File: src/hall_six_step_commutator_macros.svh
// assertion macros for the commutator, checked on aclk with reset held off
`ifndef HALL_SIX_STEP_COMMUTATOR_MACROS_SVH
`define HALL_SIX_STEP_COMMUTATOR_MACROS_SVH

`ifndef ASSERT_OFF
`define HSC_ASSERT_IMPL(lbl, ante, cons) \
    lbl: assert property (@(posedge aclk) disable iff (!aresetn) (ante) |-> (cons)) \
        else $error("hsc assertion failed");
`define HSC_ASSERT_NEXT(lbl, ante, cons) \
    lbl: assert property (@(posedge aclk) disable iff (!aresetn) (ante) |=> (cons)) \
        else $error("hsc assertion failed");
`else
`define HSC_ASSERT_IMPL(lbl, ante, cons)
`define HSC_ASSERT_NEXT(lbl, ante, cons)
`endif

`endif

File: src/hsc_pkg.sv
package hsc_pkg;

    localparam logic       FUNC_TICK    = 1'b0;
    localparam logic       FUNC_CMD     = 1'b1;

    localparam logic [1:0] PHASE_NONE   = 2'd0;
    localparam logic [1:0] PHASE_U      = 2'd1;
    localparam logic [1:0] PHASE_V      = 2'd2;
    localparam logic [1:0] PHASE_W      = 2'd3;

    localparam logic [1:0] SDIR_NONE    = 2'd0;
    localparam logic [1:0] SDIR_CW      = 2'd1;
    localparam logic [1:0] SDIR_CCW     = 2'd2;

    localparam logic [3:0] HALL_NONE    = 4'hF;
    localparam logic [7:0] WINDOW_RESET = 8'd100;
    localparam logic [2:0] STEP_MIRROR  = 3'd7;
    localparam logic [2:0] STEP_MAX     = 3'd6;

    localparam logic [7:0] CW_PAIRS  [6] = '{8'h62, 8'h23, 8'h31, 8'h15, 8'h54, 8'h46};
    localparam logic [7:0] CCW_PAIRS [6] = '{8'h45, 8'h51, 8'h13, 8'h32, 8'h26, 8'h64};

    localparam logic       REG_SPEED_WINDOW = 1'b0;

    typedef struct packed {
        logic        func;
        logic [2:0]  hall_state;
        logic        direction;
        logic [15:0] duty;
    } item_t;

    typedef struct packed {
        logic [15:0]        hold_ticks;
        logic signed [31:0] speed;
        logic signed [31:0] position;
        logic [1:0]         step_direction;
        logic               hall_fault;
        logic               running;
        logic [15:0]        pwm_compare;
        logic [1:0]         low_side_phase;
        logic [1:0]         high_side_phase;
    } result_t;

    function automatic logic [2:0] step_of(input logic [2:0] hall, input logic cw);
        return cw ? 3'(STEP_MIRROR - hall) : hall;
    endfunction

    function automatic logic step_valid(input logic [2:0] step);
        return (step != 3'd0) && (step != STEP_MIRROR);
    endfunction

    function automatic logic [1:0] phase_hi(input logic [2:0] step);
        logic [1:0] p;
        unique case (step)
            3'd1:    p = PHASE_U;
            3'd2:    p = PHASE_V;
            3'd3:    p = PHASE_V;
            3'd4:    p = PHASE_W;
            3'd5:    p = PHASE_U;
            3'd6:    p = PHASE_W;
            default: p = PHASE_NONE;
        endcase
        return p;
    endfunction

    function automatic logic [1:0] phase_lo(input logic [2:0] step);
        logic [1:0] p;
        unique case (step)
            3'd1:    p = PHASE_W;
            3'd2:    p = PHASE_U;
            3'd3:    p = PHASE_W;
            3'd4:    p = PHASE_V;
            3'd5:    p = PHASE_V;
            3'd6:    p = PHASE_U;
            default: p = PHASE_NONE;
        endcase
        return p;
    endfunction

    // ccw table wins when a pair were in both
    function automatic logic [1:0] classify(input logic [2:0] from, input logic [2:0] to);
        logic [7:0] key;
        logic       hit_cw;
        logic       hit_ccw;
        key     = {1'b0, from, 1'b0, to};
        hit_cw  = 1'b0;
        hit_ccw = 1'b0;
        for (int i = 0; i < 6; i++) begin
            if (key == CW_PAIRS[i])  hit_cw  = 1'b1;
            if (key == CCW_PAIRS[i]) hit_ccw = 1'b1;
        end
        if (from > STEP_MAX || to > STEP_MAX) return SDIR_NONE;
        if (hit_ccw) return SDIR_CCW;
        if (hit_cw)  return SDIR_CW;
        return SDIR_NONE;
    endfunction

endpackage

File: src/hsc_cfg.sv
module hsc_cfg
    import hsc_pkg::*;
(
    input  logic        aclk,
    input  logic        aresetn,
    input  logic        psel,
    input  logic        penable,
    input  logic        pwrite,
    input  logic [2:0]  paddr,
    input  logic [31:0] pwdata,
    output logic [31:0] prdata,
    output logic        pready,
    output logic [7:0]  speed_window
);

    logic [7:0] speed_window_reg;
    logic       wr_en;

    // word decode, byte offset bits ignored
    assign wr_en  = psel && penable && pwrite && (paddr[2] == REG_SPEED_WINDOW);
    assign pready = 1'b1;

    always_ff @(posedge aclk) begin
        if (!aresetn) begin
            speed_window_reg <= WINDOW_RESET;
        end else if (wr_en) begin
            speed_window_reg <= pwdata[7:0];
        end
    end

    always_comb begin
        prdata = 32'd0;
        if (paddr[2] == REG_SPEED_WINDOW) begin
            prdata = {24'd0, speed_window_reg};
        end
    end

    assign speed_window = speed_window_reg;

endmodule

File: src/hsc_core.sv
module hsc_core
    import hsc_pkg::*;
(
    input  logic       aclk,
    input  logic       aresetn,
    input  logic       fire,
    input  item_t      item,
    input  logic [7:0] speed_window,
    output result_t    result
);

    logic               run_flag_reg,     run_flag_next;
    logic               dir_cw_reg,       dir_cw_next;
    logic [15:0]        duty_reg,         duty_next;
    logic [3:0]         prev_hall_reg,    prev_hall_next;
    logic [2:0]         cur_step_reg,     cur_step_next;
    logic [2:0]         prev_step_reg,    prev_step_next;
    logic [1:0]         drive_high_reg,   drive_high_next;
    logic [1:0]         drive_low_reg,    drive_low_next;
    logic signed [31:0] pos_count_reg,    pos_count_next;
    logic signed [31:0] pos_sampled_reg,  pos_sampled_next;
    logic signed [31:0] speed_reg,        speed_next;
    logic [7:0]         window_count_reg, window_count_next;
    logic [15:0]        hold_count_reg,   hold_count_next;

    logic [7:0] wc_inc;
    logic [2:0] step_new;
    logic [1:0] sdir;
    logic       fault;

    always_comb begin
        run_flag_next     = run_flag_reg;
        dir_cw_next       = dir_cw_reg;
        duty_next         = duty_reg;
        prev_hall_next    = prev_hall_reg;
        cur_step_next     = cur_step_reg;
        prev_step_next    = prev_step_reg;
        drive_high_next   = drive_high_reg;
        drive_low_next    = drive_low_reg;
        pos_count_next    = pos_count_reg;
        pos_sampled_next  = pos_sampled_reg;
        speed_next        = speed_reg;
        window_count_next = window_count_reg;
        hold_count_next   = hold_count_reg;
        wc_inc            = window_count_reg + 8'd1;
        step_new          = cur_step_reg;
        sdir              = SDIR_NONE;
        fault             = 1'b0;

        if (item.func == FUNC_TICK) begin
            if (wc_inc == speed_window) begin
                speed_next        = pos_count_reg - pos_sampled_reg;
                pos_sampled_next  = pos_count_reg;
                window_count_next = 8'd0;
            end else begin
                window_count_next = wc_inc;
            end
            if (run_flag_reg) begin
                if ({1'b0, item.hall_state} != prev_hall_reg) begin
                    step_new        = step_of(item.hall_state, dir_cw_reg);
                    cur_step_next   = step_new;
                    prev_hall_next  = {1'b0, item.hall_state};
                    drive_high_next = phase_hi(step_new);
                    drive_low_next  = phase_lo(step_new);
                    if (!step_valid(step_new)) begin
                        run_flag_next = 1'b0;
                        fault         = 1'b1;
                    end
                end
                if (prev_step_reg != step_new) begin
                    hold_count_next = 16'd0;
                    sdir            = classify(prev_step_reg, step_new);
                    if (sdir == SDIR_CCW) begin
                        pos_count_next = pos_count_reg - 32'sd1;
                    end else if (sdir == SDIR_CW) begin
                        pos_count_next = pos_count_reg + 32'sd1;
                    end
                    prev_step_next = step_new;
                end else if (run_flag_next && hold_count_reg != 16'hFFFF) begin
                    hold_count_next = hold_count_reg + 16'd1;
                end
            end
        end else begin
            dir_cw_next = item.direction;
            if (item.duty == 16'd0) begin
                drive_high_next = PHASE_NONE;
                drive_low_next  = PHASE_NONE;
                duty_next       = 16'd0;
                run_flag_next   = 1'b0;
            end else begin
                duty_next       = item.duty;
                step_new        = step_of(item.hall_state, item.direction);
                cur_step_next   = step_new;
                drive_high_next = phase_hi(step_new);
                drive_low_next  = phase_lo(step_new);
                run_flag_next   = step_valid(step_new);
                fault           = !step_valid(step_new);
            end
        end
    end

    always_comb begin
        result.high_side_phase = drive_high_next;
        result.low_side_phase  = drive_low_next;
        result.pwm_compare     = (drive_high_next != PHASE_NONE) ? duty_next : 16'd0;
        result.running         = run_flag_next;
        result.hall_fault      = fault;
        result.step_direction  = sdir;
        result.position        = pos_count_next;
        result.speed           = speed_next;
        result.hold_ticks      = hold_count_next;
    end

    always_ff @(posedge aclk) begin
        if (!aresetn) begin
            run_flag_reg     <= 1'b0;
            dir_cw_reg       <= 1'b0;
            duty_reg         <= 16'd0;
            prev_hall_reg    <= HALL_NONE;
            cur_step_reg     <= 3'd0;
            prev_step_reg    <= 3'd0;
            drive_high_reg   <= PHASE_NONE;
            drive_low_reg    <= PHASE_NONE;
            pos_count_reg    <= 32'sd0;
            pos_sampled_reg  <= 32'sd0;
            speed_reg        <= 32'sd0;
            window_count_reg <= 8'd0;
            hold_count_reg   <= 16'd0;
        end else if (fire) begin
            run_flag_reg     <= run_flag_next;
            dir_cw_reg       <= dir_cw_next;
            duty_reg         <= duty_next;
            prev_hall_reg    <= prev_hall_next;
            cur_step_reg     <= cur_step_next;
            prev_step_reg    <= prev_step_next;
            drive_high_reg   <= drive_high_next;
            drive_low_reg    <= drive_low_next;
            pos_count_reg    <= pos_count_next;
            pos_sampled_reg  <= pos_sampled_next;
            speed_reg        <= speed_next;
            window_count_reg <= window_count_next;
            hold_count_reg   <= hold_count_next;
        end
    end

endmodule

File: src/hall_six_step_commutator.sv
// channel   dir   handshake            payload
// s_        in    s_tvalid/s_tready    tick or run command with hall pins
// m_        out   m_tvalid/m_tready    drive phases, flags, position, speed, hold
// cfg       in    apb, pready high     speed_window at byte address 0
//
// one word per cycle sustained while m_tready is high; a taken word is held in the input register,
// updates the state and is put on m_ by the result register
// reset: synchronous, aresetn low; no words held, speed_window back to 100
// m_tready low holds the result; the input register still takes one more word,
// then s_tready drops until the result is taken
`include "hall_six_step_commutator_macros.svh"

module hall_six_step_commutator
    import hsc_pkg::*;
(
    input  logic         aclk,
    input  logic         aresetn,
    input  logic         s_tvalid,
    output logic         s_tready,
    // hall_state[2:0], direction[3], duty[19:4], zero[23:20]
    input  logic [23:0]  s_tdata,
    // func[0]
    input  logic         s_tuser,
    output logic         m_tvalid,
    input  logic         m_tready,
    // high_side_phase[1:0], low_side_phase[3:2], pwm_compare[19:4], running[20],
    // hall_fault[21], step_direction[23:22], position[55:24], speed[87:56],
    // hold_ticks[103:88]
    output logic [103:0] m_tdata,
    input  logic         psel,
    input  logic         penable,
    input  logic         pwrite,
    input  logic [2:0]   paddr,
    input  logic [31:0]  pwdata,
    output logic [31:0]  prdata,
    output logic         pready
);

    item_t      in_reg;
    logic       in_valid_reg;
    result_t    out_reg;
    logic       out_valid_reg;
    result_t    core_result;
    logic       advance;
    logic [7:0] speed_window;

    hsc_cfg u_cfg (
        .aclk         (aclk),
        .aresetn      (aresetn),
        .psel         (psel),
        .penable      (penable),
        .pwrite       (pwrite),
        .paddr        (paddr),
        .pwdata       (pwdata),
        .prdata       (prdata),
        .pready       (pready),
        .speed_window (speed_window)
    );

    hsc_core u_core (
        .aclk         (aclk),
        .aresetn      (aresetn),
        .fire         (advance),
        .item         (in_reg),
        .speed_window (speed_window),
        .result       (core_result)
    );

    assign advance  = in_valid_reg && (!out_valid_reg || m_tready);
    assign s_tready = !in_valid_reg || advance;

    always_ff @(posedge aclk) begin
        if (!aresetn) begin
            in_valid_reg  <= 1'b0;
            out_valid_reg <= 1'b0;
        end else begin
            if (s_tvalid && s_tready) begin
                in_valid_reg <= 1'b1;
            end else if (advance) begin
                in_valid_reg <= 1'b0;
            end
            if (advance) begin
                out_valid_reg <= 1'b1;
            end else if (m_tready) begin
                out_valid_reg <= 1'b0;
            end
        end
    end

    always_ff @(posedge aclk) begin
        if (s_tvalid && s_tready) begin
            in_reg.func       <= s_tuser;
            in_reg.hall_state <= s_tdata[2:0];
            in_reg.direction  <= s_tdata[3];
            in_reg.duty       <= s_tdata[19:4];
        end
        if (advance) begin
            out_reg <= core_result;
        end
    end

    assign m_tvalid = out_valid_reg;
    assign m_tdata  = out_reg;

    `HSC_ASSERT_IMPL(a_fault_stops, out_valid_reg && out_reg.hall_fault, !out_reg.running)
    `HSC_ASSERT_IMPL(a_fault_drive_off, out_valid_reg && out_reg.hall_fault,
        out_reg.high_side_phase == PHASE_NONE && out_reg.low_side_phase == PHASE_NONE)
    `HSC_ASSERT_IMPL(a_pwm_needs_high, out_valid_reg && out_reg.pwm_compare != 16'd0,
        out_reg.high_side_phase != PHASE_NONE)
    `HSC_ASSERT_NEXT(a_step_resets_hold, advance && core_result.step_direction != SDIR_NONE,
        out_reg.hold_ticks == 16'd0)

endmodule

File: config.mk
export PLATFORM = sky130hd
export DESIGN_NAME = hall_six_step_commutator
export DESIGN_NICKNAME = d
export VERILOG_FILES = /design/src/hsc_pkg.sv /design/src/hsc_cfg.sv /design/src/hsc_core.sv /design/src/hall_six_step_commutator.sv
export VERILOG_INCLUDE_DIRS = /design/src /design/src/src
export SDC_FILE = /design/constraint.sdc
export NUM_CORES = 1
export LEC_CHECK = 0
export BUFFER_PORTS_ARGS = -buffer_cell sky130_fd_sc_hd__clkbuf_2
export CAP_MARGIN = 20
export CORE_MARGIN = 3
export CORE_UTILIZATION = 60
export DETAILED_ROUTE_END_ITERATION = 7
export PLACE_DENSITY_LB_ADDON = 0.2
export SLEW_MARGIN = 5
export SYNTH_ARGS = -nofsm -noshare
export SYNTH_HDL_FRONTEND = slang
export SYNTH_SLANG_ARGS = --single-unit
File: constraint.sdc
create_clock -name aclk -period 11.55 [get_ports aclk]
set_clock_uncertainty 0.15 [all_clocks]
set_input_delay 0 -clock aclk [delete_from_list [all_inputs] [get_ports aclk]]
set_output_delay 0 -clock aclk [all_outputs]
set_load 0.03 [all_outputs]
==> impl_metrics.xml, run 1 <==
<?xml version="1.0" encoding="UTF-8"?>
<metrics>
  <group name="drt">
    <metric name="detail_route.vias_per_cell" unit="">5.84</metric>
    <metric name="routed_wire_length_per_instance" unit="um">16.7</metric>
    <metric name="vias_after_detailed_routing" unit="">12985</metric>
    <metric name="totalWireLength" unit="um">37200</metric>
    <metric name="detailed_routing_iteration_count_for_the_pre_antenna_repair_pass" unit="">5</metric>
    <metric name="postRouteAntennaNets" unit="">0</metric>
    <metric name="route.detailed.drc" unit="">0</metric>
    <metric name="initial_detailed_routing_violation_count" unit="">1194</metric>
  </group>
  <group name="sta">
    <metric name="maxSlewHeadroom" unit="%">33.4</metric>
    <metric name="fin_setup_tns" unit="ns">0</metric>
    <metric name="finalMaxSlewViolations" unit="">0</metric>
    <metric name="final.period_utilization" unit="%">38.8</metric>
    <metric name="rsz0062_at_grt" unit="">false</metric>
    <metric name="clock.fmax" unit="MHz">223</metric>
    <metric name="setup_viol" unit="">0</metric>
    <metric name="period_minus_slack" unit="ns">4.48</metric>
    <metric name="timing.final.hold_violations" unit="">0</metric>
    <metric name="worstMarginPinSlew" unit="ns">0.996</metric>
  </group>
  <group name="clock_tree">
    <metric name="cts_made_buffers" unit="">30</metric>
    <metric name="htree_levels" unit="">1</metric>
    <metric name="cts_tree" unit="">yes</metric>
    <metric name="clock_latency" unit="ns">0.56</metric>
    <metric name="cts_repair_resize_count" unit="">0</metric>
    <metric name="numClockSinks" unit="">287</metric>
    <metric name="ctsLongestPathBuffers" unit="">3</metric>
    <metric name="clkSlewWorstSetupHoldPaths" unit="ns">0.06</metric>
    <metric name="clock-root-buffer" unit="">sky130_fd_sc_hd__clkbuf_16</metric>
  </group>
  <group name="job">
    <metric name="maximum_capacitance_violations" unit="">0</metric>
  </group>
  <group name="synth">
    <metric name="synth_enable_flop_cells" unit="">125</metric>
    <metric name="yosysSeqAreaShare" unit="%">45.4</metric>
    <metric name="synth.area.top_cells" unit="">sky130_fd_sc_hd__edfxtp_1, sky130_fd_sc_hd__dfxtp_1, sky130_fd_sc_hd__nand2_1</metric>
    <metric name="synth_top_area_cell" unit="">sky130_fd_sc_hd__edfxtp_1</metric>
    <metric name="yosysTopAreaCellShare" unit="%">24.3</metric>
    <metric name="ys.warnings.count" unit="">0</metric>
    <metric name="synth.cell_area" unit="um2">15400</metric>
    <metric name="ys_async_sr_fraction" unit="%">0</metric>
    <metric name="synth-main-ff-cell" unit="">sky130_fd_sc_hd__dfxtp_1</metric>
    <metric name="ys_ff_latch" unit="">287</metric>
    <metric name="netlist_instances" unit="">1723</metric>
    <metric name="synth_cell_types" unit="">91</metric>
    <metric name="syn-mean-instance-area" unit="um2">8.95</metric>
  </group>
  <group name="placed_design">
    <metric name="detailed_place_hpwl" unit="um">23400</metric>
    <metric name="gp_congestion" unit="">0.937</metric>
    <metric name="port-buffer-count" unit="">150</metric>
  </group>
  <group name="power_and_ir_drop">
    <metric name="proportion_of_power_drawn_by_the_clock_network" unit="%">41.8</metric>
    <metric name="leakagePower" unit="nW">6.75</metric>
    <metric name="ir_worst_vdd" unit="V">0.000109</metric>
    <metric name="p_sw" unit="uW">535</metric>
    <metric name="power.share.switching" unit="%">24.3</metric>
    <metric name="power.sequential.fraction" unit="%">50.1</metric>
    <metric name="internal-power" unit="mW">1.67</metric>
    <metric name="fraction_of_power_consumed_by_combinational_cells" unit="%">8.0</metric>
    <metric name="p_per_area" unit="nW/um2">124</metric>
  </group>
  <group name="hold_path">
    <metric name="min-delay-start" unit="">s_tdata[4]</metric>
    <metric name="class_of_the_most_critical_hold_timing_path" unit="">in -&gt; reg</metric>
  </group>
  <group name="grt">
    <metric name="met1_use_gr" unit="%">34.1</metric>
    <metric name="track_usage" unit="%">25.9</metric>
    <metric name="gr-max-usage-layer" unit="">met2</metric>
    <metric name="grt_overflow_total" unit="">0</metric>
    <metric name="grt_start_max_net_pins" unit="">88</metric>
    <metric name="grt_util_met2" unit="%">44.7</metric>
    <metric name="antenna_found_initial" unit="">0</metric>
    <metric name="grt_pass1_vias" unit="">12393</metric>
    <metric name="grtUsageMet3" unit="%">3.26</metric>
    <metric name="grt_pass1_wl" unit="um">61000</metric>
  </group>
  <group name="die">
    <metric name="start_util" unit="%">61.1</metric>
    <metric name="die_outline_area" unit="um2">27700</metric>
    <metric name="pin_count" unit="">206</metric>
    <metric name="chipWidth" unit="um">166</metric>
    <metric name="num_rows" unit="">58</metric>
    <metric name="core-area" unit="um2">25300</metric>
    <metric name="die_height" unit="um">166</metric>
  </group>
  <group name="setup_path">
    <metric name="worstSetupEndpointType" unit="">register</metric>
    <metric name="r2r_end" unit="">u_core.hold_count_reg[12]</metric>
    <metric name="worst_setup_path_endpoint" unit="">u_core.hold_count_reg[12]</metric>
    <metric name="regToRegStartpoint" unit="">in_reg[17]</metric>
    <metric name="cp.arrival" unit="ns">4.81</metric>
    <metric name="timing.reg2reg.setup_slack" unit="ns">7.07</metric>
    <metric name="worstRegToRegCells" unit="">8</metric>
    <metric name="cp_data_required_time" unit="ns">11.88</metric>
    <metric name="setup.worst_path.start" unit="">in_reg[17]</metric>
    <metric name="worst-setup-path-type" unit="">reg -&gt; reg</metric>
    <metric name="worstPathMaxFanout" unit="">33</metric>
    <metric name="critPathLaunchType" unit="">register</metric>
  </group>
  <group name="finish">
    <metric name="antenna-diode-count" unit="">0</metric>
    <metric name="area.growth.synth_to_final" unit="%">14.7</metric>
    <metric name="fin_nets" unit="">1974</metric>
    <metric name="post_route_cells_drive_above_1_share" unit="%">13.2</metric>
    <metric name="fin_util" unit="%">70.1</metric>
    <metric name="largest_register_ffs" unit="">104</metric>
  </group>
  <group name="outcome">
    <metric name="outcome" unit="">complete, no violations</metric>
  </group>
</metrics>
==> what timing repair did <==
item	4_1_cts	5_1_grt
buffers inserted	0	0
hold buffers	62	0
hold endpoints to repair	35	0
==> area by class of cell <==
type	count	area, um2
Fill cell	1980	7560
Multi-Input combinational cell	1273	7660
Sequential cell	287	7000
Timing Repair Buffer	225	1480
Inverter	54	206
Tap cell	330	413
Clock buffer	40	830
Clock inverter	16	111
==> cells in the mapped netlist, types with 5 or more instances <==
library cell               count
sky130_fd_sc_hd__mux2i_1      29
sky130_fd_sc_hd__buf_2        19
sky130_fd_sc_hd__nor3_1       34
sky130_fd_sc_hd__or3_1        37
sky130_fd_sc_hd__and3_1       21
sky130_fd_sc_hd__dfxtp_1     162
sky130_fd_sc_hd__o211ai_1     13
sky130_fd_sc_hd__nor4bb_1      8
sky130_fd_sc_hd__buf_4        26
sky130_fd_sc_hd__buf_6         5
sky130_fd_sc_hd__or2_2         5
sky130_fd_sc_hd__o31ai_1       7
sky130_fd_sc_hd__o22ai_1       5
sky130_fd_sc_hd__buf_1        11
sky130_fd_sc_hd__nand4_1       9
sky130_fd_sc_hd__a211oi_1      6
sky130_fd_sc_hd__nand2_1     232
sky130_fd_sc_hd__o21ai_1       6
sky130_fd_sc_hd__o21bai_1      7
sky130_fd_sc_hd__nor4_1       14
sky130_fd_sc_hd__and4_1        9
sky130_fd_sc_hd__a21oi_1     137
sky130_fd_sc_hd__o21a_1       28
sky130_fd_sc_hd__and2_1       28
sky130_fd_sc_hd__or3b_2        8
sky130_fd_sc_hd__xor2_1       54
sky130_fd_sc_hd__inv_1        53
sky130_fd_sc_hd__nand3_1      46
sky130_fd_sc_hd__nor2b_1      19
sky130_fd_sc_hd__xnor2_1      48
sky130_fd_sc_hd__a31oi_1      12
sky130_fd_sc_hd__nor2_1      154
sky130_fd_sc_hd__a21o_1       14
sky130_fd_sc_hd__clkbuf_1     70
sky130_fd_sc_hd__edfxtp_1    125
sky130_fd_sc_hd__ha_1         35
sky130_fd_sc_hd__a22oi_1      21
sky130_fd_sc_hd__nand3b_1      8
sky130_fd_sc_hd__or4_1         5
sky130_fd_sc_hd__o21ai_0      95
sky130_fd_sc_hd__nand2b_1     15
==> metrics by stage <==
| step | worst slack, ns | instance area [um2] | std cells | power, mW | hold WS (ns) |
|---|---|---|---|---|---|
| final | 7.07 | 17700 | 2225 | 2.20 | 0.0222 |
| after global routing | 6.71 | 17700 | 2225 | 2.27 | 0.0221 |
| after CTS | 7.05 | 17700 | 2223 | 2.21 | 0.00189 |
| after detailed placement | 7.08 | 16100 | 2105 | 1.28 | 0.0286 |
| after global placement | 7.15 | 16100 | 2105 | 1.28 | 0.0264 |
| after floorplan | 6.59 | 15500 | 1746 | 1.25 | -0.0511 |
==> per-layer routing <==
| layer | share of wire (%) | vias up |
|---|---|---|
| met5 | 0 | - |
| met4 | 2.6 | 0 |
| met3 | 5.1 | 74 |
| met2 | 49 | 402 |
| met1 | 43 | 6161 |
| li1 | - | 6348 |
==> critical path, stage by stage, from the launching register on <==
cell and delay (ns):
sky130_fd_sc_hd__edfxtp_1 0.87, sky130_fd_sc_hd__xor2_1 0.22, sky130_fd_sc_hd__or4_1 0.81, sky130_fd_sc_hd__mux2i_2 0.37, sky130_fd_sc_hd__xor2_1 0.31, sky130_fd_sc_hd__a21o_2 0.66
sky130_fd_sc_hd__nand2_1 0.37, sky130_fd_sc_hd__or4_1 0.47, sky130_fd_sc_hd__a21oi_1 0.16
==> worst min path at each step <==
stage | to | slack (ns) | cells after the start
final | in_reg[0] | 0.02 | 2
after global routing | in_reg[1] | 0.02 | 2
after CTS | in_reg[0] | 0.002 | 2
after detailed placement | in_reg[7] | 0.03 | 1
after global placement | in_reg[9] | 0.03 | 1
after floorplan | in_reg[0] | -0.05 | 0
==> cell usage in the layout, fill, tap and decap left out, types with 35 or more instances in the layout <==
cell type,n
sky130_fd_sc_hd__clkbuf_2,150
sky130_fd_sc_hd__or3_1,37
sky130_fd_sc_hd__dfxtp_1,162
sky130_fd_sc_hd__inv_1,52
sky130_fd_sc_hd__xor2_1,54
sky130_fd_sc_hd__a21oi_1,137
sky130_fd_sc_hd__nand2_1,231
sky130_fd_sc_hd__nand3_1,46
sky130_fd_sc_hd__dlygate4sd3_1,62
sky130_fd_sc_hd__edfxtp_1,125
sky130_fd_sc_hd__o21ai_0,95
sky130_fd_sc_hd__nor2_1,154
sky130_fd_sc_hd__xnor2_1,48
sky130_fd_sc_hd__ha_1,35
==> logic make-up (layout without fill, tap and decap cells) <==
family                     count (synthesis)  count (layout)  share of synthesized area (%)
AOI/OAI and AO/OA                        405             405                           16.6
xor gates and xnor gates                 102             102                           5.79
adders and majority gates                 36              36                           2.97
buffers and inverters                    186             335                           5.56
DFF                                      287             287                           45.4
muxes                                     33              33                           2.19
other                                      2              25                         0.0487
and+or+nand+nor                          672             672                           21.4
==> power by group through the flow <==
| stage | logic (mW) | clock network, mW | registers, mW |
|---|---|---|---|
| global route | 0.190 | 0.974 | 1.11 |
| CTS | 0.172 | 0.933 | 1.10 |
| finish | 0.177 | 0.921 | 1.10 |
| floorplan | 0.0946 | 0 | 1.15 |
| global placement | 0.156 | 0 | 1.12 |
| detailed placement | 0.158 | 0 | 1.12 |
Note: power is estimated with default switching activity, not from simulation.
==> inputs of run 2 (changes only) <==
Settings changed: CORE_UTILIZATION 60 to 53.
Clock period 11.55 ns to 4 ns, I/O delays scaled along.
==> impl_metrics.xml, run 2 (synthesized netlist as in run 1, its figures left out) <==
<?xml version="1.0" encoding="UTF-8"?>
<metrics>
  <group name="setup_path">
    <metric name="worstPathMaxFanout" unit="">13</metric>
    <metric name="cp_data_required_time" unit="ns">4.15</metric>
    <metric name="critPathLaunchType" unit="">register</metric>
    <metric name="cp.arrival" unit="ns">3.77</metric>
    <metric name="worst-setup-path-type" unit="">reg -&gt; reg</metric>
    <metric name="worstSetupEndpointType" unit="">register</metric>
  </group>
  <group name="finish">
    <metric name="largest_register_ffs" unit="">104</metric>
    <metric name="post_route_cells_drive_above_1_share" unit="%">14.8</metric>
    <metric name="most_common_library_cell_in_the_layout_ignoring_fill_and_taps" unit="">sky130_fd_sc_hd__nand2_1</metric>
    <metric name="area.growth.synth_to_final" unit="%">18.2</metric>
    <metric name="antenna-diode-count" unit="">0</metric>
    <metric name="final_cell_mix" unit="">sky130_fd_sc_hd__nand2_1, sky130_fd_sc_hd__dfxtp_1, sky130_fd_sc_hd__nor2_1, sky130_fd_sc_hd__clkbuf_2, sky130_fd_sc_hd__a21oi_1</metric>
    <metric name="fin_nets" unit="">2018</metric>
  </group>
  <group name="placed_design">
    <metric name="port-buffer-count" unit="">150</metric>
    <metric name="detailed_place_hpwl" unit="um">26500</metric>
    <metric name="gp_congestion" unit="">0.917</metric>
    <metric name="post-place-ws" unit="ns">0.330</metric>
  </group>
  <group name="drt">
    <metric name="routed_wire_length_per_instance" unit="um">17.1</metric>
    <metric name="vias_after_detailed_routing" unit="">13265</metric>
    <metric name="initial_detailed_routing_violation_count" unit="">881</metric>
    <metric name="detailed_routing_iteration_count_for_the_pre_antenna_repair_pass" unit="">5</metric>
    <metric name="detail_route.vias_per_cell" unit="">5.73</metric>
    <metric name="route.detailed.drc" unit="">0</metric>
    <metric name="postRouteAntennaNets" unit="">0</metric>
    <metric name="totalWireLength" unit="um">39700</metric>
  </group>
  <group name="clock_tree">
    <metric name="cts_made_buffers" unit="">30</metric>
    <metric name="cts_tree" unit="">yes</metric>
    <metric name="clock-root-buffer" unit="">sky130_fd_sc_hd__clkbuf_16</metric>
    <metric name="htree_levels" unit="">1</metric>
    <metric name="numClockSinks" unit="">287</metric>
    <metric name="clock_latency" unit="ns">0.56</metric>
    <metric name="clkSlewWorstSetupHoldPaths" unit="ns">0.06</metric>
    <metric name="ctsLongestPathBuffers" unit="">3</metric>
  </group>
  <group name="sta">
    <metric name="worstMarginPinSlew" unit="ns">1.02</metric>
    <metric name="timing.final.hold_violations" unit="">0</metric>
    <metric name="period_minus_slack" unit="ns">3.63</metric>
    <metric name="setup_viol" unit="">0</metric>
    <metric name="final.period_utilization" unit="%">90.7</metric>
    <metric name="maxSlewHeadroom" unit="%">31.6</metric>
    <metric name="rsz0062_at_grt" unit="">false</metric>
    <metric name="finalMaxSlewViolations" unit="">0</metric>
    <metric name="fin_setup_tns" unit="ns">0</metric>
    <metric name="clock.fmax" unit="MHz">276</metric>
    <metric name="least_setup_slack_across_all_paths_after_layout" unit="ns">0.373</metric>
  </group>
  <group name="die">
    <metric name="chipWidth" unit="um">177</metric>
    <metric name="num_rows" unit="">61</metric>
    <metric name="die_outline_area" unit="um2">31200</metric>
    <metric name="core-area" unit="um2">28200</metric>
    <metric name="start_util" unit="%">54.6</metric>
    <metric name="pin_count" unit="">206</metric>
    <metric name="die_height" unit="um">177</metric>
  </group>
  <group name="hold_path">
    <metric name="class_of_the_most_critical_hold_timing_path" unit="">in -&gt; out</metric>
  </group>
  <group name="grt">
    <metric name="grt_pass1_wl" unit="um">64100</metric>
    <metric name="grt_start_max_net_pins" unit="">89</metric>
    <metric name="track_usage" unit="%">24.9</metric>
    <metric name="grt_pass1_vias" unit="">12683</metric>
    <metric name="grt_overflow_total" unit="">0</metric>
    <metric name="antenna_found_initial" unit="">0</metric>
  </group>
  <group name="power_and_ir_drop">
    <metric name="leakagePower" unit="nW">7.04</metric>
    <metric name="ir_worst_vdd" unit="V">0.000382</metric>
    <metric name="p_per_area" unit="nW/um2">366</metric>
  </group>
  <group name="outcome">
    <metric name="outcome" unit="">complete, no violations</metric>
  </group>
  <group name="job">
    <metric name="maximum_capacitance_violations" unit="">0</metric>
  </group>
</metrics>
run 2: changes by cell type in the layout (fill, tap and decap cells not counted), moves of 2 or more:
cell                            before  now
sky130_fd_sc_hd__buf_4              12   45
sky130_fd_sc_hd__clkinv_1            4    6
sky130_fd_sc_hd__clkbuf_8            2    4
sky130_fd_sc_hd__bufinv_16           1    5
sky130_fd_sc_hd__dlygate4sd3_1      62   72
sky130_fd_sc_hd__inv_4               3    1
sky130_fd_sc_hd__clkbuf_1            7    3
sky130_fd_sc_hd__clkinvlp_4          2    0
run 2: path summary, 6_finish.rpt:
kind,depth (start not counted),start,slack [ns],to
max,9,in_reg[17],0.37,m_tdata[54]
min,3,paddr[2],0.28,prdata[5]
max reg2reg,9,in_reg[17],0.37,m_tdata[54]
min reg2reg,2,u_core.pos_sampled_reg[22],0.30,u_core.pos_sampled_reg[22]
run 2: final cells by class:
class,instances,area [um2]
clock buffers,38,842
clock inverters,18,208
fillers,2368,10000
inverters,54,206
multi-input cells,1273,7660
flip-flops and latches,287,7000
well taps,378,473
repair buffers,269,1850
run 2: metrics by stage:
step	cells	instance area (um2)	util [%]	hold WS [ns]	power, mW
after floorplan	1746	15500	-	-0.0511	3.60
after global placement	2189	16500	58.3	0.0266	3.72
after detailed placement	2189	16500	58.3	0.0286	3.72
after CTS	2317	18200	64.6	0.275	6.71
after global routing	2317	18200	64.6	0.307	6.88
final	2317	18200	64.6	0.284	6.68
run 2: worst max-delay path: stages (launching register included):
cell	delay (ns)
sky130_fd_sc_hd__edfxtp_1	0.43
sky130_fd_sc_hd__buf_4	0.21
sky130_fd_sc_hd__nand2b_1	0.15
sky130_fd_sc_hd__nor3_1	0.08
sky130_fd_sc_hd__or3_1	0.45
sky130_fd_sc_hd__o221ai_1	0.61
sky130_fd_sc_hd__nand2_1	0.48
sky130_fd_sc_hd__o21ai_1	0.53
sky130_fd_sc_hd__nor2_1	0.13
sky130_fd_sc_hd__xor2_1	0.16
run 2: timing repair:
item,CTS,global route
setup buffers,0,0
endpoints found under the hold margin,60,0
hold buffers,72,0
resized for setup,0,1
endpoints found under the setup margin,0,1
run 2: report_power, final:
part           internal (mW)  total (mW)  switching, mW
combinational          0.168       0.537          0.369
sequential              3.14        3.18         0.0440
clock                   1.80        2.96           1.16
total                   5.10        6.68           1.57
run 2: metal layers:
metal	wire length, um	GRT usage, %	up-vias
met1	17300	32.7	6342
met3	2120	3.29	83
met5	0	0	-
met4	1180	8.28	0
met2	19200	42.8	404
li1	-	-	6436
